**config.mk**
```make
export PLATFORM = sky130hd
export DESIGN_NAME = hex_grid_nearest_point
export DESIGN_NICKNAME = d
export VERILOG_FILES = /design/src/rtl/core/hgnp_pkg.sv /design/src/rtl/core/hgnp_rom.sv /design/src/rtl/core/hex_grid_nearest_point.sv
export VERILOG_INCLUDE_DIRS = /design/src /design/src/rtl/core
export SDC_FILE = /design/constraint.sdc
export NUM_CORES = 2
export LEC_CHECK = 0
export BUFFER_PORTS_ARGS = -buffer_cell sky130_fd_sc_hd__buf_4
export CAP_MARGIN = 20
export CELL_PAD_IN_SITES_DETAIL_PLACEMENT = 0
export CELL_PAD_IN_SITES_GLOBAL_PLACEMENT = 1
export CORE_UTILIZATION = 57
export CTS_CLUSTER_DIAMETER = 100
export CTS_CLUSTER_SIZE = 12
export DETAILED_ROUTE_END_ITERATION = 10
export GPL_ROUTABILITY_DRIVEN = 0
export HOLD_SLACK_MARGIN = 0.05
export PLACE_DENSITY = 0.9
export SLEW_MARGIN = 0
export SYNTH_ARGS = -nofsm -noshare
export SYNTH_HDL_FRONTEND = slang
export SYNTH_SLANG_ARGS = --single-unit
```
**constraint.sdc**
```tcl
create_clock -name clk -period 14.5 [get_ports clk]
set_clock_uncertainty 0.15 [all_clocks]
set_input_delay 0.725 -clock clk [delete_from_list [all_inputs] [get_ports clk]]
set_output_delay 0.725 -clock clk [all_outputs]
set_load 0.05 [all_outputs]
```
**src/rtl/core/assert_macros.svh**
```systemverilog
// Assertion macros for the RTL in this folder.
// No dependencies; include by bare file name.
`ifndef ASSERT_MACROS_SVH
`define ASSERT_MACROS_SVH

// Check a condition at every rising clock edge outside reset.
`define ASSERT_ALWAYS(label, clk, rst_n, cond) \
	label: assert property (@(posedge clk) disable iff (!rst_n) (cond)) \
		else $error("assertion failed");

// Check that an antecedent implies a consequent in the next cycle.
`define ASSERT_NEXT(label, clk, rst_n, ante, cons) \
	label: assert property (@(posedge clk) disable iff (!rst_n) (ante) |=> (cons)) \
		else $error("assertion failed");

`endif

```
**src/rtl/core/hgnp_pkg.sv**
```systemverilog
// Constants, types and point table builder for the hex grid nearest point block.
// No dependencies.
package hgnp_pkg;

	localparam int FRAC_BITS  = 8;
	localparam int NUM_POINTS = 37;
	localparam int NUM_ROWS   = 7;
	localparam int ROW_LEN [NUM_ROWS] = '{4, 5, 6, 7, 6, 5, 4};

	// sqrt(3)/2 scaled by 2^30
	localparam longint ROOT3_HALF_Q30 = 64'd929887697;

	localparam int Q_W    = 16;                   // query field width
	localparam int IDX_W  = $clog2(NUM_POINTS);   // point index width
	localparam int PT_W   = FRAC_BITS + 3;        // |coordinate| < 4
	localparam int DIFF_W = Q_W + 1;              // point minus query
	localparam int SQ_W   = 2 * DIFF_W - 2;       // |diff| < 2^16
	localparam int DIST_W = SQ_W + 1;

	typedef struct packed {
		logic signed [PT_W-1:0] x;
		logic signed [PT_W-1:0] y;
	} pt_t;

	typedef pt_t [NUM_POINTS-1:0] pt_tab_t;

	// Build the layout: x centered per row in half units, y rounded away from zero.
	function automatic pt_tab_t build_pt_tab();
		pt_tab_t tab;
		int idx;
		int k;
		longint mag;
		longint m;
		longint halves;
		tab = '0;
		idx = 0;
		for (int r = 0; r < NUM_ROWS; r++) begin
			k   = 3 - r;
			mag = (k < 0) ? longint'(-k) : longint'(k);
			m   = (mag * ROOT3_HALF_Q30 + (longint'(1) << (29 - FRAC_BITS)))
				>>> (30 - FRAC_BITS);
			if (k < 0) begin
				m = -m;
			end
			for (int j = 0; j < ROW_LEN[r]; j++) begin
				halves       = longint'(2 * j - (ROW_LEN[r] - 1));
				tab[idx].x   = PT_W'(halves * (longint'(1) << (FRAC_BITS - 1)));
				tab[idx].y   = PT_W'(m);
				idx++;
			end
		end
		return tab;
	endfunction

endpackage

```
**src/rtl/core/hgnp_rom.sv**
```systemverilog
// Point coordinate memory: one layout point per address, registered read.
// Depends on hgnp_pkg.
module hgnp_rom (
	input  logic                      clk,
	input  logic                      rd_en,
	input  logic [hgnp_pkg::IDX_W-1:0] rd_addr,
	output hgnp_pkg::pt_t             rd_data
);
	import hgnp_pkg::*;

	localparam pt_tab_t PT_MEM = build_pt_tab();

	pt_t rd_data_q;

	// Read one point per cycle while rd_en is high
	always_ff @(posedge clk) begin
		if (rd_en) begin
			rd_data_q <= PT_MEM[rd_addr];
		end
	end

	assign rd_data = rd_data_q;

endmodule

```
**src/rtl/core/hex_grid_nearest_point.sv**
```systemverilog
// Top level of the hex grid nearest point block: scan controller, distance pipe, output register.
// Depends on hgnp_pkg, hgnp_rom and assert_macros.svh.
//
//  channel | valid        | ready        | payload
//  --------+--------------+--------------+----------------------
//  query   | query_valid  | query_ready  | query_x, query_y
//  result  | result_valid | result_ready | pixel_index
//
// One item is scanned with one point memory read per cycle, then goes through
// three pipe stages (difference, square, sum and compare) and the output
// register. A new item is taken while a result waits.
// Reset clears control state only; the point table is a constant memory.
// A stalled result holds the block in its hold state until the result is taken.
`include "assert_macros.svh"

module hex_grid_nearest_point (
	input  logic                             clk,
	input  logic                             arst_n,
	input  logic                             query_valid,
	output logic                             query_ready,
	input  logic signed [hgnp_pkg::Q_W-1:0]  query_x,
	input  logic signed [hgnp_pkg::Q_W-1:0]  query_y,
	output logic                             result_valid,
	input  logic                             result_ready,
	output logic [hgnp_pkg::IDX_W-1:0]       pixel_index
);
	import hgnp_pkg::*;

	typedef enum logic [2:0] {
		ST_IDLE = 3'b001,
		ST_SCAN = 3'b010,
		ST_HOLD = 3'b100
	} state_t;

	state_t state_q;

	logic signed [Q_W-1:0] qx_q;
	logic signed [Q_W-1:0] qy_q;
	logic [IDX_W-1:0]      cnt_q;
	logic                  issue;
	pt_t                   rom_data;

	logic                  v_s1, v_s2, v_s3;
	logic                  last_s1, last_s2, last_s3;
	logic [IDX_W-1:0]      idx_s1, idx_s2, idx_s3;
	logic signed [DIFF_W-1:0] dx_s2, dy_s2;
	logic [SQ_W-1:0]       sqx_s3, sqy_s3;
	logic signed [2*DIFF_W-1:0] sqx_full, sqy_full;

	logic [DIST_W-1:0]     dist_sum;
	logic                  take;
	logic [DIST_W-1:0]     best_d_q;
	logic [IDX_W-1:0]      best_idx_q;

	logic                  result_valid_q;
	logic [IDX_W-1:0]      pixel_index_q;
	logic                  out_free;
	logic                  fin;

	assign query_ready = (state_q == ST_IDLE);
	assign issue       = (state_q == ST_SCAN) && (cnt_q != IDX_W'(NUM_POINTS));
	assign out_free    = !result_valid_q || result_ready;
	assign fin         = v_s3 && last_s3;

	// Point memory
	hgnp_rom u_rom (
		.clk     (clk),
		.rd_en   (issue),
		.rd_addr (cnt_q),
		.rd_data (rom_data)
	);

	// Scan control
	always_ff @(posedge clk or negedge arst_n) begin
		if (!arst_n) begin
			state_q <= ST_IDLE;
			cnt_q   <= '0;
		end else begin
			case (state_q)
				ST_IDLE: begin
					if (query_valid) begin
						state_q <= ST_SCAN;
						cnt_q   <= '0;
					end
				end
				ST_SCAN: begin
					if (issue) begin
						cnt_q <= cnt_q + 1'b1;
					end
					if (fin) begin
						state_q <= ST_HOLD;
					end
				end
				ST_HOLD: begin
					if (out_free) begin
						state_q <= ST_IDLE;
					end
				end
				default: state_q <= ST_IDLE;
			endcase
		end
	end

	// Capture the query on accept
	always_ff @(posedge clk) begin
		if (query_valid && query_ready) begin
			qx_q <= query_x;
			qy_q <= query_y;
		end
	end

	// Advance stage valid flags
	always_ff @(posedge clk or negedge arst_n) begin
		if (!arst_n) begin
			v_s1 <= 1'b0;
			v_s2 <= 1'b0;
			v_s3 <= 1'b0;
		end else begin
			v_s1 <= issue;
			v_s2 <= v_s1;
			v_s3 <= v_s2;
		end
	end

	// Difference and square stages
	assign sqx_full = dx_s2 * dx_s2;
	assign sqy_full = dy_s2 * dy_s2;

	always_ff @(posedge clk) begin
		idx_s1  <= cnt_q;
		last_s1 <= (cnt_q == IDX_W'(NUM_POINTS - 1));
		idx_s2  <= idx_s1;
		last_s2 <= last_s1;
		dx_s2   <= {{(DIFF_W-PT_W){rom_data.x[PT_W-1]}}, rom_data.x}
			- {qx_q[Q_W-1], qx_q};
		dy_s2   <= {{(DIFF_W-PT_W){rom_data.y[PT_W-1]}}, rom_data.y}
			- {qy_q[Q_W-1], qy_q};
		idx_s3  <= idx_s2;
		last_s3 <= last_s2;
		sqx_s3  <= sqx_full[SQ_W-1:0];
		sqy_s3  <= sqy_full[SQ_W-1:0];
	end

	// Sum and compare; lower index wins a tie
	assign dist_sum = {1'b0, sqx_s3} + {1'b0, sqy_s3};
	assign take     = (idx_s3 == '0) || (dist_sum < best_d_q);

	always_ff @(posedge clk) begin
		if (v_s3 && take) begin
			best_d_q   <= dist_sum;
			best_idx_q <= idx_s3;
		end
	end

	// Output register
	always_ff @(posedge clk or negedge arst_n) begin
		if (!arst_n) begin
			result_valid_q <= 1'b0;
		end else if (state_q == ST_HOLD && out_free) begin
			result_valid_q <= 1'b1;
		end else if (result_ready) begin
			result_valid_q <= 1'b0;
		end
	end

	always_ff @(posedge clk) begin
		if (state_q == ST_HOLD && out_free) begin
			pixel_index_q <= best_idx_q;
		end
	end

	assign result_valid = result_valid_q;
	assign pixel_index  = pixel_index_q;

	// Checks
	`ASSERT_ALWAYS(a_idx_range, clk, arst_n,
		!result_valid || (pixel_index < IDX_W'(NUM_POINTS)))
	`ASSERT_ALWAYS(a_idle_empty, clk, arst_n,
		!query_ready || (!v_s1 && !v_s2 && !v_s3))
	`ASSERT_ALWAYS(a_cnt_bound, clk, arst_n, cnt_q <= IDX_W'(NUM_POINTS))
	`ASSERT_NEXT(a_fin_hold, clk, arst_n, fin, state_q == ST_HOLD)

endmodule

```
==> metrics.txt <==
status finished, final reports clean; Nets 3,656; commonest non-fill, non-tap cell in the layout inv_1; CP max FO 18; Syn Std Cell Area 0.0281 mm²; Syn Nets 3,636; Synth Area per Inst 9.99 µm²; n_diodes 0; CTS tree yes; Final min period 6.89 ns; Avg WL per Cell 16.0 µm; Setup TNS 0 ns; first-pass GRT wire length 96.1 mm; Synth Flop Type dfxtp_1; Max Slew Vio Count 0; kind of critical path reg -> reg; EDFF count, synth 88; RSZ-0062 raised after global routing no; Yosys cell types 71; Seq/Total Area, Yosys 18.9%; number of synthesized register bits 218; vias in the first global route 20.2k; Yosys warning count 0; Reg2Reg Setup Slack 7.61 ns; Layout area overhead 5.91%; Hold Vio Cnt, Final 0; Critical Path Start Type flip-flop; Fillers 4,137; Hold/Removal Path Class reg -> reg; Initial Utilization 57.6%; Worst Tran Pin Value 0.956 ns; cts bufs inserted 22; drt total wl 56.2 mm; H-tree levels 1; total gr overflow 0; vias per cell 5.21; Post-Synthesis Cells 2,817; core footprint 0.0488 mm²; Sink Count 218; clock slew at reported path FFs 0.06 ns; Die Wd 224 µm; Rows 81; DRC viols 0; clk_lat worst skew 0.55 ns; maximum clock rate 0.145 GHz; IO buf count 43; CP Capture Type flip-flop; detailed router's first-iteration violation count 793; Post-DP HPWL 47.0 mm; Post-CTS Setup Inserts 0; Final setup violation count 0; Slew HR 36.2%; largest net degree at the start of global routing 40; Tcrit/Tclk final 47.5%; number of I/O pins 44; Die Span Y 224 µm; layout cell share with drive strength beyond 1 3.61%; post-route ant nets 0; Worst EP arrival 7.22 ns; Post-synth ARST share 5.96%; CTS root buf clkbuf_16; die area 0.0502 mm²; most frequent cells in the layout 741 x inv_1, 514 x fa_1, 269 x ha_1; Total GRT Usage 24.0%; # Max-Cap Violations 0; First-pass DRT Iterations 5; Vias 18.3k; CP required 14.83 ns; Clock Path Buffers 3; initial antenna violation count 0
-- metal layers --
metal  vias up  track usage (%)  part of all wire [%]
met5         -                0                     0
met4         0             6.30                   2.5
met3       115             2.95                   4.2
met2       375             43.5                    52
met1      9197             30.2                    41
li1       8624                -                     -
-- worst max-delay path: stages (launching register included) --
cell and delay (ns):
dfxtp_1 0.90, nand2_1 0.18, fa_1 0.61, inv_1 0.07
fa_1 0.49, inv_1 0.05, fa_1 0.53, inv_1 0.05
fa_1 0.45, fa_1 0.51, inv_1 0.05, fa_1 0.49
inv_1 0.04, ha_1 0.36, nand4_1 0.16, nor3_1 0.07
o21a_1 0.16, o311ai_4 0.36, a31oi_2 0.18, a211o_1 0.28
a21o_1 0.20, a21o_1 0.19, a21oi_2 0.15, xnor2_1 0.12
-- cell type report --
cell class | count | area, µm² | area share [%]
clock buffer | 36 | 603 | 2.02
clock inverter | 2 | 41.3 | 0.139
inverter | 741 | 2780 | 9.34
multi-input combinational | 1805 | 19900 | 66.6
sequential | 218 | 5310 | 17.8
tap | 664 | 831 | 2.79
timing repair buffer | 49 | 370 | 1.24
-- per-stage QoR --
stage               hold slack, ns  cells  setup slack [ns]  utilization, %  area, µm²
floorplan                    0.160   2817              8.11               -      28100
global route                 0.177   3515              7.30            61.0      29800
CTS                          0.176   3515              7.61            61.0      29800
detailed placement           0.162   3476              7.66            59.6      29100
global placement             0.160   3476              7.79            59.6      29100
finish                       0.176   3515              7.61            61.0      29800
-- Yosys cell counts, drive strengths merged, types with 3 or more instances --
| cell type | instances | area share [%] |
|---|---|---|
| o211ai | 8 | 0.21 |
| a211oi | 11 | 0.33 |
| fa | 514 | 37 |
| o41a | 3 | 0.12 |
| dfxtp | 117 | 8.3 |
| o31ai | 7 | 0.20 |
| o21ai | 50 | 0.90 |
| a211o | 3 | 0.093 |
| and3 | 12 | 0.27 |
| xnor2 | 113 | 3.5 |
| and4 | 4 | 0.12 |
| nand3b | 4 | 0.11 |
| nand3 | 18 | 0.32 |
| a21o | 53 | 1.4 |
| a31o | 5 | 0.16 |
| and2 | 112 | 2.5 |
| o21a | 21 | 0.56 |
| inv | 741 | 9.9 |
| nand2 | 199 | 2.7 |
| a21oi | 103 | 1.8 |
| nand2b | 31 | 0.69 |
| o21bai | 7 | 0.19 |
| a31oi | 8 | 0.20 |
| or2 | 11 | 0.24 |
| nand4 | 11 | 0.24 |
| nor2b | 41 | 0.91 |
| or3 | 7 | 0.16 |
| dfrtp | 12 | 1.1 |
| a21boi | 4 | 0.11 |
| xor2 | 38 | 1.2 |
| ha | 269 | 12 |
| edfxtp | 88 | 9.4 |
| nor2 | 84 | 1.1 |
| clkbuf | 52 | 0.69 |
| nor3 | 22 | 0.39 |
-- final timing paths --
| kind | start | to | depth (start not counted) |
|---|---|---|---|
| min | idx_s1[0]$_DFF_P_ | idx_s2[0]$_DFF_P_ | 0 |
| max in group asynchronous | arst_n | state_q[0]$_DFFE_PN1P_ | 2 |
| max | dy_s2[7]$_DFF_P_ | sqy_s3[31]$_DFF_P_ | 23 |
| min reg2reg | idx_s1[0]$_DFF_P_ | idx_s2[0]$_DFF_P_ | 0 |
| max reg2reg | dy_s2[7]$_DFF_P_ | sqy_s3[31]$_DFF_P_ | 23 |
| min in group asynchronous | arst_n | cnt_q[2]$_DFFE_PN0P_ | 2 |
-- registers in the layout, indices dropped and copies added (netlist names) --
register and count:
best_d_q 33, sqx_s3 31, sqy_s3 31, dx_s2 17, dy_s2 17, qx_q 16
qy_q 16, u_rom.rd_data 11, best_idx_q 6, cnt_q 6, idx_s1 6, idx_s2 6
idx_s3 6, pixel_index 6, state_q 3, last_s1 1, last_s2 1, last_s3 1
result_valid 1, v_s1 1, v_s2 1, v_s3 1
-- repair_timing --
item	CTS	global route
resized for setup	0	0
hold buffers	1	0
hold endpoints to repair	12	0
-- kinds of logic (layout without fill, tap and decap cells) --
logic type,count (synthesis),count (layout),synth area share [%]
AO/OA/AOI/OAI,305,305,7.21
XOR/XNOR,151,151,4.70
adder cells (fa/ha/maj),783,783,48.5
buffers and inverters,794,828,10.6
flip-flops,218,218,18.9
multiplexers,3,3,0.160
AND/OR/NAND/NOR,563,563,9.91
Power is not shown: default switching activity piles up to over one toggle a cycle in this logic, so the estimate is an artifact.
